**src/hdl/assert_macros.svh**
```systemverilog
// Assertion helpers shared by the RTL.
`ifndef ASSERT_MACROS_SVH
`define ASSERT_MACROS_SVH

// Check a property on every clock edge outside reset.
`define ASSERT_CLK(label, prop, msg) \
  label: assert property (@(posedge clk_i) disable iff (!rst_ni) (prop)) else $error(msg);

// Check a property including during reset.
`define ASSERT_ALWAYS(label, prop, msg) \
  label: assert property (@(posedge clk_i) (prop)) else $error(msg);

`endif

```
**src/hdl/itc_pkg.sv**
```systemverilog
package itc_pkg;

  localparam int unsigned TileSize = 256;
  localparam int unsigned TileBits = 8;
  localparam int unsigned MaxTiles = 1024;
  localparam int unsigned TileIdxW = 10;
  localparam int unsigned MaxSlots = 64;
  localparam int unsigned SlotW = 6;
  localparam int unsigned CntW = 7;
  localparam int unsigned DimW = 14;
  localparam int unsigned CoordW = 13;

  localparam logic [1:0] CfgWidth = 2'd0;
  localparam logic [1:0] CfgHeight = 2'd1;
  localparam logic [1:0] CfgLimit = 2'd2;

  localparam logic [1:0] FillNone = 2'd0;
  localparam logic [1:0] FillClear = 2'd1;
  localparam logic [1:0] FillLoad = 2'd2;

  typedef struct packed {
    logic action;
    logic [CoordW-1:0] pixel_x;
    logic [CoordW-1:0] pixel_y;
  } req_t;

  typedef struct packed {
    logic error;
    logic hit;
    logic [SlotW-1:0] slot;
    logic [15:0] pixel_offset;
    logic evict_valid;
    logic [TileIdxW-1:0] evicted_tile;
    logic write_back;
    logic [1:0] fill_mode;
  } rsp_t;

endpackage

```
**src/hdl/itc_cell.sv**
```systemverilog
// One recency cell: holds the tile owning a slot; cell 0 is the most recent.
module itc_cell (
  input  logic                              clk_i,
  input  logic                              rst_ni,
  input  logic                              shift_i,
  input  logic                              valid_i,
  input  logic [itc_pkg::TileIdxW-1:0]      tile_i,
  input  logic [itc_pkg::SlotW-1:0]         slot_i,
  input  logic                              dirty_i,
  input  logic [itc_pkg::TileIdxW-1:0]      probe_i,
  output logic                              valid_o,
  output logic [itc_pkg::TileIdxW-1:0]      tile_o,
  output logic [itc_pkg::SlotW-1:0]         slot_o,
  output logic                              dirty_o,
  output logic                              match_o
);
  logic valid_q, valid_d;
  logic [itc_pkg::TileIdxW-1:0] tile_q, tile_d;
  logic [itc_pkg::SlotW-1:0] slot_q, slot_d;
  logic dirty_q, dirty_d;

  // Take the neighbor's entry when the chain shifts.
  always_comb begin
    valid_d = shift_i ? valid_i : valid_q;
    tile_d = shift_i ? tile_i : tile_q;
    slot_d = shift_i ? slot_i : slot_q;
    dirty_d = shift_i ? dirty_i : dirty_q;
  end

  always_ff @(posedge clk_i or negedge rst_ni) begin
    if (!rst_ni) begin
      valid_q <= 1'b0;
    end else begin
      valid_q <= valid_d;
    end
  end

  always_ff @(posedge clk_i) begin
    tile_q <= tile_d;
    slot_q <= slot_d;
    dirty_q <= dirty_d;
  end

  assign valid_o = valid_q;
  assign tile_o = tile_q;
  assign slot_o = slot_q;
  assign dirty_o = dirty_q;
  assign match_o = valid_q && (tile_q == probe_i);
endmodule

```
**src/hdl/image_tile_cache_lru.sv**
```systemverilog
// Channel  Dir  Handshake            Payload
// cfg      in   cfg_valid/cfg_ready  cfg_index_i, cfg_data_i
// in       in   in_valid/in_ready    itc_pkg::req_t
// out      out  out_valid/out_ready  itc_pkg::rsp_t
// An access runs in order: on acceptance the tile is decoded and its stored
// flag sampled into registers; the lookup then matches it against the row of
// recency cells, shifts the cells unless out of bounds, and loads the result.
// Reset clears the cells, the stored flags and all counters.
// A new access is taken while a result waits; its lookup holds until the
// output register is free again.
`include "assert_macros.svh"
module image_tile_cache_lru (
  input  logic                           clk_i,
  input  logic                           rst_ni,
  input  logic                           cfg_valid_i,
  output logic                           cfg_ready_o,
  input  logic [1:0]                     cfg_index_i,
  input  logic [itc_pkg::DimW-1:0]       cfg_data_i,
  input  logic                           in_valid_i,
  output logic                           in_ready_o,
  input  itc_pkg::req_t                  in_data_i,
  output logic                           out_valid_o,
  input  logic                           out_ready_i,
  output itc_pkg::rsp_t                  out_data_o
);
  localparam int unsigned N = itc_pkg::MaxSlots;

  logic [itc_pkg::DimW-1:0] width_q, height_q;
  logic [itc_pkg::CntW-1:0] limit_q;
  logic [itc_pkg::MaxTiles-1:0] stored_q;
  logic [itc_pkg::CntW-1:0] used_q;
  logic busy_q, out_valid_q;
  itc_pkg::req_t req_q;
  itc_pkg::rsp_t out_q;
  logic [itc_pkg::TileIdxW-1:0] tile_q;
  logic oob_q;
  logic stored_rd_q;

  logic [N-1:0] cv, cm, cd, shift;
  logic [itc_pkg::TileIdxW-1:0] ct [N];
  logic [itc_pkg::SlotW-1:0] cs [N];
  logic [itc_pkg::TileIdxW-1:0] nt [N];
  logic [itc_pkg::SlotW-1:0] ns [N];
  logic [N-1:0] nv, nd;

  // Configuration.
  assign cfg_ready_o = 1'b1;
  always_ff @(posedge clk_i or negedge rst_ni) begin
    if (!rst_ni) begin
      width_q <= 14'd8192;
      height_q <= 14'd8192;
      limit_q <= 7'd64;
    end else if (cfg_valid_i) begin
      case (cfg_index_i)
        itc_pkg::CfgWidth: width_q <= cfg_data_i;
        itc_pkg::CfgHeight: height_q <= cfg_data_i;
        itc_pkg::CfgLimit: limit_q <= cfg_data_i[itc_pkg::CntW-1:0];
        default: ;
      endcase
    end
  end

  // Decode tile number of the arriving beat.
  logic [6:0] across;
  logic [14:0] tile_full;
  logic [itc_pkg::TileIdxW-1:0] in_tile;
  logic in_oob;
  logic [itc_pkg::CntW-1:0] lim;
  always_comb begin
    across = 7'((15'(width_q) + 15'(itc_pkg::TileSize - 1)) >> itc_pkg::TileBits);
    tile_full = 15'(in_data_i.pixel_y[12:8]) * 15'(across) +
                15'(in_data_i.pixel_x[12:8]);
    in_tile = tile_full[itc_pkg::TileIdxW-1:0];
    in_oob = (14'(in_data_i.pixel_x) >= width_q) ||
             (14'(in_data_i.pixel_y) >= height_q) ||
             (tile_full >= 15'(itc_pkg::MaxTiles));
    lim = (limit_q == '0) ? 7'd1 : ((limit_q > 7'(N)) ? 7'(N) : limit_q);
  end

  // Match position in the chain.
  logic hit;
  logic [itc_pkg::SlotW-1:0] hpos;
  logic [N-1:0] upto;
  logic alloc;
  logic [itc_pkg::SlotW-1:0] oldest;
  always_comb begin
    hit = |cm;
    hpos = '0;
    for (int i = 0; i < N; i++) if (cm[i]) hpos = itc_pkg::SlotW'(i);
    alloc = !hit && (used_q < lim);
    // Oldest valid entry is at used_q-1 (cells fill from the front).
    oldest = itc_pkg::SlotW'(used_q - 7'd1);
    for (int i = 0; i < N; i++) begin
      if (hit) upto[i] = (i <= int'(hpos));
      else if (alloc) upto[i] = 1'b1;
      else upto[i] = (i <= int'(oldest));
    end
  end

  logic go;
  logic take;
  assign go = busy_q && !out_valid_q;
  assign take = in_valid_i && !busy_q;
  assign shift = (go && !oob_q) ? upto : '0;

  logic [itc_pkg::SlotW-1:0] sel_slot;
  logic [itc_pkg::TileIdxW-1:0] evt;
  logic ev;
  logic wb;
  always_comb begin
    sel_slot = hit ? cs[hpos] : (alloc ? itc_pkg::SlotW'(used_q) : cs[oldest]);
    evt = ct[oldest];
    ev = !hit && !alloc;
    wb = ev && cd[oldest];
  end

  // Wire the chain: cell 0 takes the accessed tile, others take the left one.
  for (genvar g = 0; g < N; g++) begin : g_cell
    if (g == 0) begin : g_head
      assign nv[g] = 1'b1;
      assign nt[g] = tile_q;
      assign ns[g] = sel_slot;
      assign nd[g] = (hit && cd[hpos]) || req_q.action;
    end else begin : g_body
      assign nv[g] = cv[g-1];
      assign nt[g] = ct[g-1];
      assign ns[g] = cs[g-1];
      assign nd[g] = cd[g-1];
    end
    itc_cell u_cell (
      .clk_i, .rst_ni, .shift_i(shift[g]), .valid_i(nv[g]), .tile_i(nt[g]),
      .slot_i(ns[g]), .dirty_i(nd[g]), .probe_i(tile_q), .valid_o(cv[g]),
      .tile_o(ct[g]), .slot_o(cs[g]), .dirty_o(cd[g]), .match_o(cm[g])
    );
  end

  // Form the result of the held access.
  itc_pkg::rsp_t rsp_d;
  always_comb begin
    rsp_d = '0;
    if (oob_q) begin
      rsp_d.error = 1'b1;
    end else begin
      rsp_d.hit = hit;
      rsp_d.slot = sel_slot;
      rsp_d.pixel_offset = {req_q.pixel_y[7:0], req_q.pixel_x[7:0]};
      rsp_d.evict_valid = ev;
      rsp_d.evicted_tile = ev ? evt : '0;
      rsp_d.write_back = wb;
      rsp_d.fill_mode = hit ? itc_pkg::FillNone :
        (stored_rd_q ? itc_pkg::FillLoad : itc_pkg::FillClear);
    end
  end

  // Sequence, flags and output.
  assign in_ready_o = !busy_q;
  always_ff @(posedge clk_i or negedge rst_ni) begin
    if (!rst_ni) begin
      busy_q <= 1'b0;
      out_valid_q <= 1'b0;
      used_q <= '0;
      stored_q <= '0;
    end else begin
      if (out_valid_q && out_ready_i) out_valid_q <= 1'b0;
      if (take) busy_q <= 1'b1;
      if (go) begin
        busy_q <= 1'b0;
        out_valid_q <= 1'b1;
        if (!oob_q) begin
          if (alloc) used_q <= used_q + 7'd1;
          if (wb) stored_q[evt] <= 1'b1;
        end
      end
    end
  end

  always_ff @(posedge clk_i) begin
    if (take) begin
      req_q <= in_data_i;
      tile_q <= in_tile;
      oob_q <= in_oob;
      stored_rd_q <= stored_q[in_tile];
    end
    if (go) out_q <= rsp_d;
  end

  assign out_valid_o = out_valid_q;
  assign out_data_o = out_q;

  `ASSERT_CLK(a_one_match, $onehot0(cm), "tile matched in two cells")
  `ASSERT_CLK(a_used_max, used_q <= 7'(N), "slot count above capacity")
  `ASSERT_CLK(a_no_take_busy, busy_q |-> !in_ready_o, "input taken while busy")
endmodule
```
**config.mk**
```make
export PLATFORM = sky130hd
export DESIGN_NAME = image_tile_cache_lru
export DESIGN_NICKNAME = d
export VERILOG_FILES = /design/src/hdl/itc_pkg.sv /design/src/hdl/itc_cell.sv /design/src/hdl/image_tile_cache_lru.sv
export VERILOG_INCLUDE_DIRS = /design/src /design/src/hdl
export SDC_FILE = /design/constraint.sdc
export NUM_CORES = 2
export LEC_CHECK = 0
export CAP_MARGIN = 40
export CORE_MARGIN = 3
export CORE_UTILIZATION = 50
export CTS_CLUSTER_DIAMETER = 150
export CTS_CLUSTER_SIZE = 8
export DETAILED_ROUTE_END_ITERATION = 16
export DONT_BUFFER_PORTS = 1
export SLEW_MARGIN = 40
export SYNTH_ARGS = -nofsm -noshare
export SYNTH_HDL_FRONTEND = slang
export SYNTH_SLANG_ARGS = --single-unit
```
**constraint.sdc**
```tcl
create_clock -name clk_i -period 7.9 [get_ports clk_i]
set_clock_uncertainty 0.15 [all_clocks]
set_input_delay 0.395 -clock clk_i [delete_from_list [all_inputs] [get_ports clk_i]]
set_output_delay 0.395 -clock clk_i [all_outputs]
set_load 0.02 [all_outputs]
```
==> results.cfg <==
[status]
outcome = completed

[setup_path]
critical_path_buf_inv_count = 2
endpoint_kind = flip-flop
required_ns = 8.41
critical-path-top-delay-family = adder cells
cpMostUsedCell = fa_1
critPathSlowestCell = mux4_2
crit_type = reg2reg
cp_data_arrival_time_ns = 7.15
cp_max_fo = 35
startpoint_type = flip-flop
crit_chain = nor4_1 > a21oi_1 > nand3_1 > xnor2_1 > and2_1 > fa_1 > ha_1 > inv_1 > fa_1 > fa_1 > inv_6 > mux4_2 > nand2_1 > and3_1 > a311oi_1 > a31oi_1 > mux2i_1 > mux4_2
max_stage_delay_ns = 0.62

[power_and_ir_drop]
power_density_mw_per_mm2 = 400.2
p_switching_mw = 19.97
peakVddDrop_mv = 0.6488
p_int_mw = 28.75
seqPwrFrac = 0.314
power.total_mw = 48.72
clockPowerShare = 0.261
switching_share = 0.4099
leakage_nw = 53.20
combinationalPowerShare = 0.424

[synthesis]
synth_area_leaders = edfxtp_1, dfrtp_1, mux4_2
synth_largest_area_cell = edfxtp_1
syn-num-nets = 7208
async_flop_share = 0.4950
yosys.area.top_type_share = 0.3240
yosys_most_used_dff = edfxtp_1
ys_seq_area_frac = 0.5886
yosysWarningCount = 0
synth_cell_type_count = 86
syn_area_mm2 = 0.1071
synth_edf_count = 1155
synth_cells = 7081
ys_top_cells_by_count = edfxtp_1, dfrtp_1, a21o_1
synth.most_common_cell = edfxtp_1
avgSynthCellArea_um2 = 15.12
synth_seq_cells = 2287

[layout]
drive_gt1_frac = 0.2185
utilization = 0.5728
n_fill_cell = 16570
num-nets-final = 7413
syn_to_final_growth_pct = 13.71

[cts]
cts_setup_buffers = 0
cts_resized = 0
cts_sinks = 2287
worstSkewPairLatency_ns = 0.94
cts_inserted_buffers = 336
clk_pin_slew_ns = 0.05
cts-root-buf = clkbuf_16
cts_buffer_depth = 4
cts.htree.levels = 5
cts_tree = built

[drt]
drc = 0
vias_per_cell = 6.462
drt_iter0_markers = 6588
vias = 66150
wl_per_cell_um = 32.44
drt_wl_total_mm = 332.0
ant_nets = 0
firstDrtPassIters = 6

[global_route]
overflow = 0
grt_pass1_vias = 68440
grt_pass1_wl_mm = 487.4
grt_start_max_net_pins = 171
gr-usage-all-layers = 0.3041
antenna_found_initial = 9

[sta]
post-route-period-util = 0.8406
tightestPinTransition_ns = 0.8898
final_max_slew_viol_count = 0
slew_headroom = 0.4068
fin_setup_tns_ns = 0
setup_violations = 0
fmax_mhz = 150.6
hold_ws_ns = 0.01106
rsz0062_at_grt = no
hold_viol = 0
fin_crit_ns = 6.640

[min_path]
hold_path.class = in2reg

[floorplanning]
num_rows = 169
die_w_um = 468.7
start_util = 0.5038
core_mm2 = 0.2125
dieHeight_um = 468.7
io_pins = 89
dieArea_mm2 = 0.2197

[run]
cap_violations = 0

[placed_design]
place.gp.congestion = 0.9780
numPortBuffers = 0
dp_hpwl_mm = 217.9
-- placed cells by master, fill, tap and decap left out, types with 78 or more instances in the layout --
cell type / n
mux4_2: 670
dlygate4sd3_1: 83
inv_1: 78
edfxtp_1: 1155
buf_4: 244
clkbuf_16: 339
clkbuf_1: 112
nand4_1: 151
xnor2_1: 650
nand3_1: 135
a21o_1: 1036
mux2_2: 98
dfrtp_1: 1128
nor2_1: 166
o21ai_0: 78
mux2i_1: 210
nand2_1: 221
nor3_1: 88
-- state kept, by name, summed over array words and instances, names as in the netlist --
name and count:
stored_q 1024, g_cell.u_cell.tile_o 640, g_cell.u_cell.slot_o 384, g_cell.u_cell.dirty_o 64, g_cell.u_cell.valid_o 64, out_data_o 38, req_q 17, height_q 14
width_q 14, tile_q 10, limit_q 7, used_q 7, busy_q 1, oob_q 1, out_valid_o 1, stored_rd_q 1
-- per-stage QoR --
step / instances / setup WS [ns] / cell area, um2
2_1_floorplan: 7081 / 1.290 / 107100
3_3_place_gp: 9667 / 1.248 / 111400
3_5_place_dp: 9679 / 1.330 / 111700
4_1_cts: 10220 / 1.297 / 121600
5_1_grt: 10230 / 0.8472 / 121700
6_report: 10240 / 1.260 / 121700
-- repair_timing --
item / CTS / global route
hold endpoints to repair: 547 / 1
hold buffers: 84 / 1
endpoints found under the setup margin: 0 / 0
-- metal layers --
metal / track usage / vias up / part of all wire
met5: 0 / - / 0.00012
met4: 0.1595 / 6 / 0.060
met3: 0.04869 / 801 / 0.063
met2: 0.4907 / 2700 / 0.49
met1: 0.4001 / 35320 / 0.39
li1: - / 27320 / -
-- worst reg2reg max path, cell delays in order, from the launching register on --
cell	delay (ns)
dfrtp_1	0.40
nor4_1	0.48
a21oi_1	0.25
nand3_1	0.18
xnor2_1	0.24
and2_1	0.21
fa_1	0.42
ha_1	0.29
inv_1	0.05
fa_1	0.53
fa_1	0.56
inv_6	0.50
mux4_2	0.74
nand2_1	0.09
and3_1	0.42
a311oi_1	0.11
a31oi_1	0.20
mux2i_1	0.09
mux4_2	0.47
-- path summary, 6_finish.rpt --
| kind | start | endpoint | slack, ns | cells after the start |
|---|---|---|---|---|
| worst min register to register | g_cell[49].u_cell.slot_o[4]$_DFFE_PP_ | g_cell[50].u_cell.slot_o[4]$_DFFE_PP_ | 0.29 | 0 |
| worst max register to register | width_q[4]$_DFFE_PN0P_ | stored_rd_q$_DFFE_PP_ | 1.26 | 18 |
| max in group asynchronous | rst_ni | stored_q[203]$_DFFE_PN0P_ | 4.57 | 8 |
| worst min-delay path | cfg_index_i[1] | height_q[0]$_DFFE_PN0P_ | 0.01 | 2 |
| min in group asynchronous | rst_ni | g_cell[31].u_cell.valid_o$_DFFE_PN0P_ | 0.52 | 4 |
| worst max-delay path | width_q[4]$_DFFE_PN0P_ | stored_rd_q$_DFFE_PP_ | 1.26 | 18 |
-- logic make-up after synthesis --
kind of cell | count (synthesis) | share of synthesized area
simple gates | 1028 | 0.04797
buf+inv | 604 | 0.02967
compound gates | 1427 | 0.09638
xor+xnor | 666 | 0.05469
fa+ha+maj | 79 | 0.01063
other cells | 1 | 0.00003503
flops | 2287 | 0.5886
mux | 989 | 0.1720
-- power groups by stage --
stage	Sequential, mW	Combinational (mW)	Clock [mW]
2_1_floorplan	15.1	11.5	0
3_5_place_dp	15.5	20.4	0
4_1_cts	15.3	20.5	13.0
3_3_place_gp	15.4	20.3	0
5_1_grt	15.4	21.3	13.4
6_report	15.3	20.7	12.7
-- layout make-up --
cell class | instances | area, um2 | area share
clock buffers | 451 | 8904 | 0.07314
well taps | 2821 | 3530 | 0.02899
flip-flops and latches | 2287 | 63020 | 0.5177
multi-input cells | 4190 | 41840 | 0.3437
clock inverters | 9 | 103.9 | 0.0008531
diodes | 7 | 17.52 | 0.0001439
repair buffers | 389 | 4008 | 0.03292
inverters | 82 | 312.8 | 0.002569
Note: power is estimated with default switching activity, not from simulation.
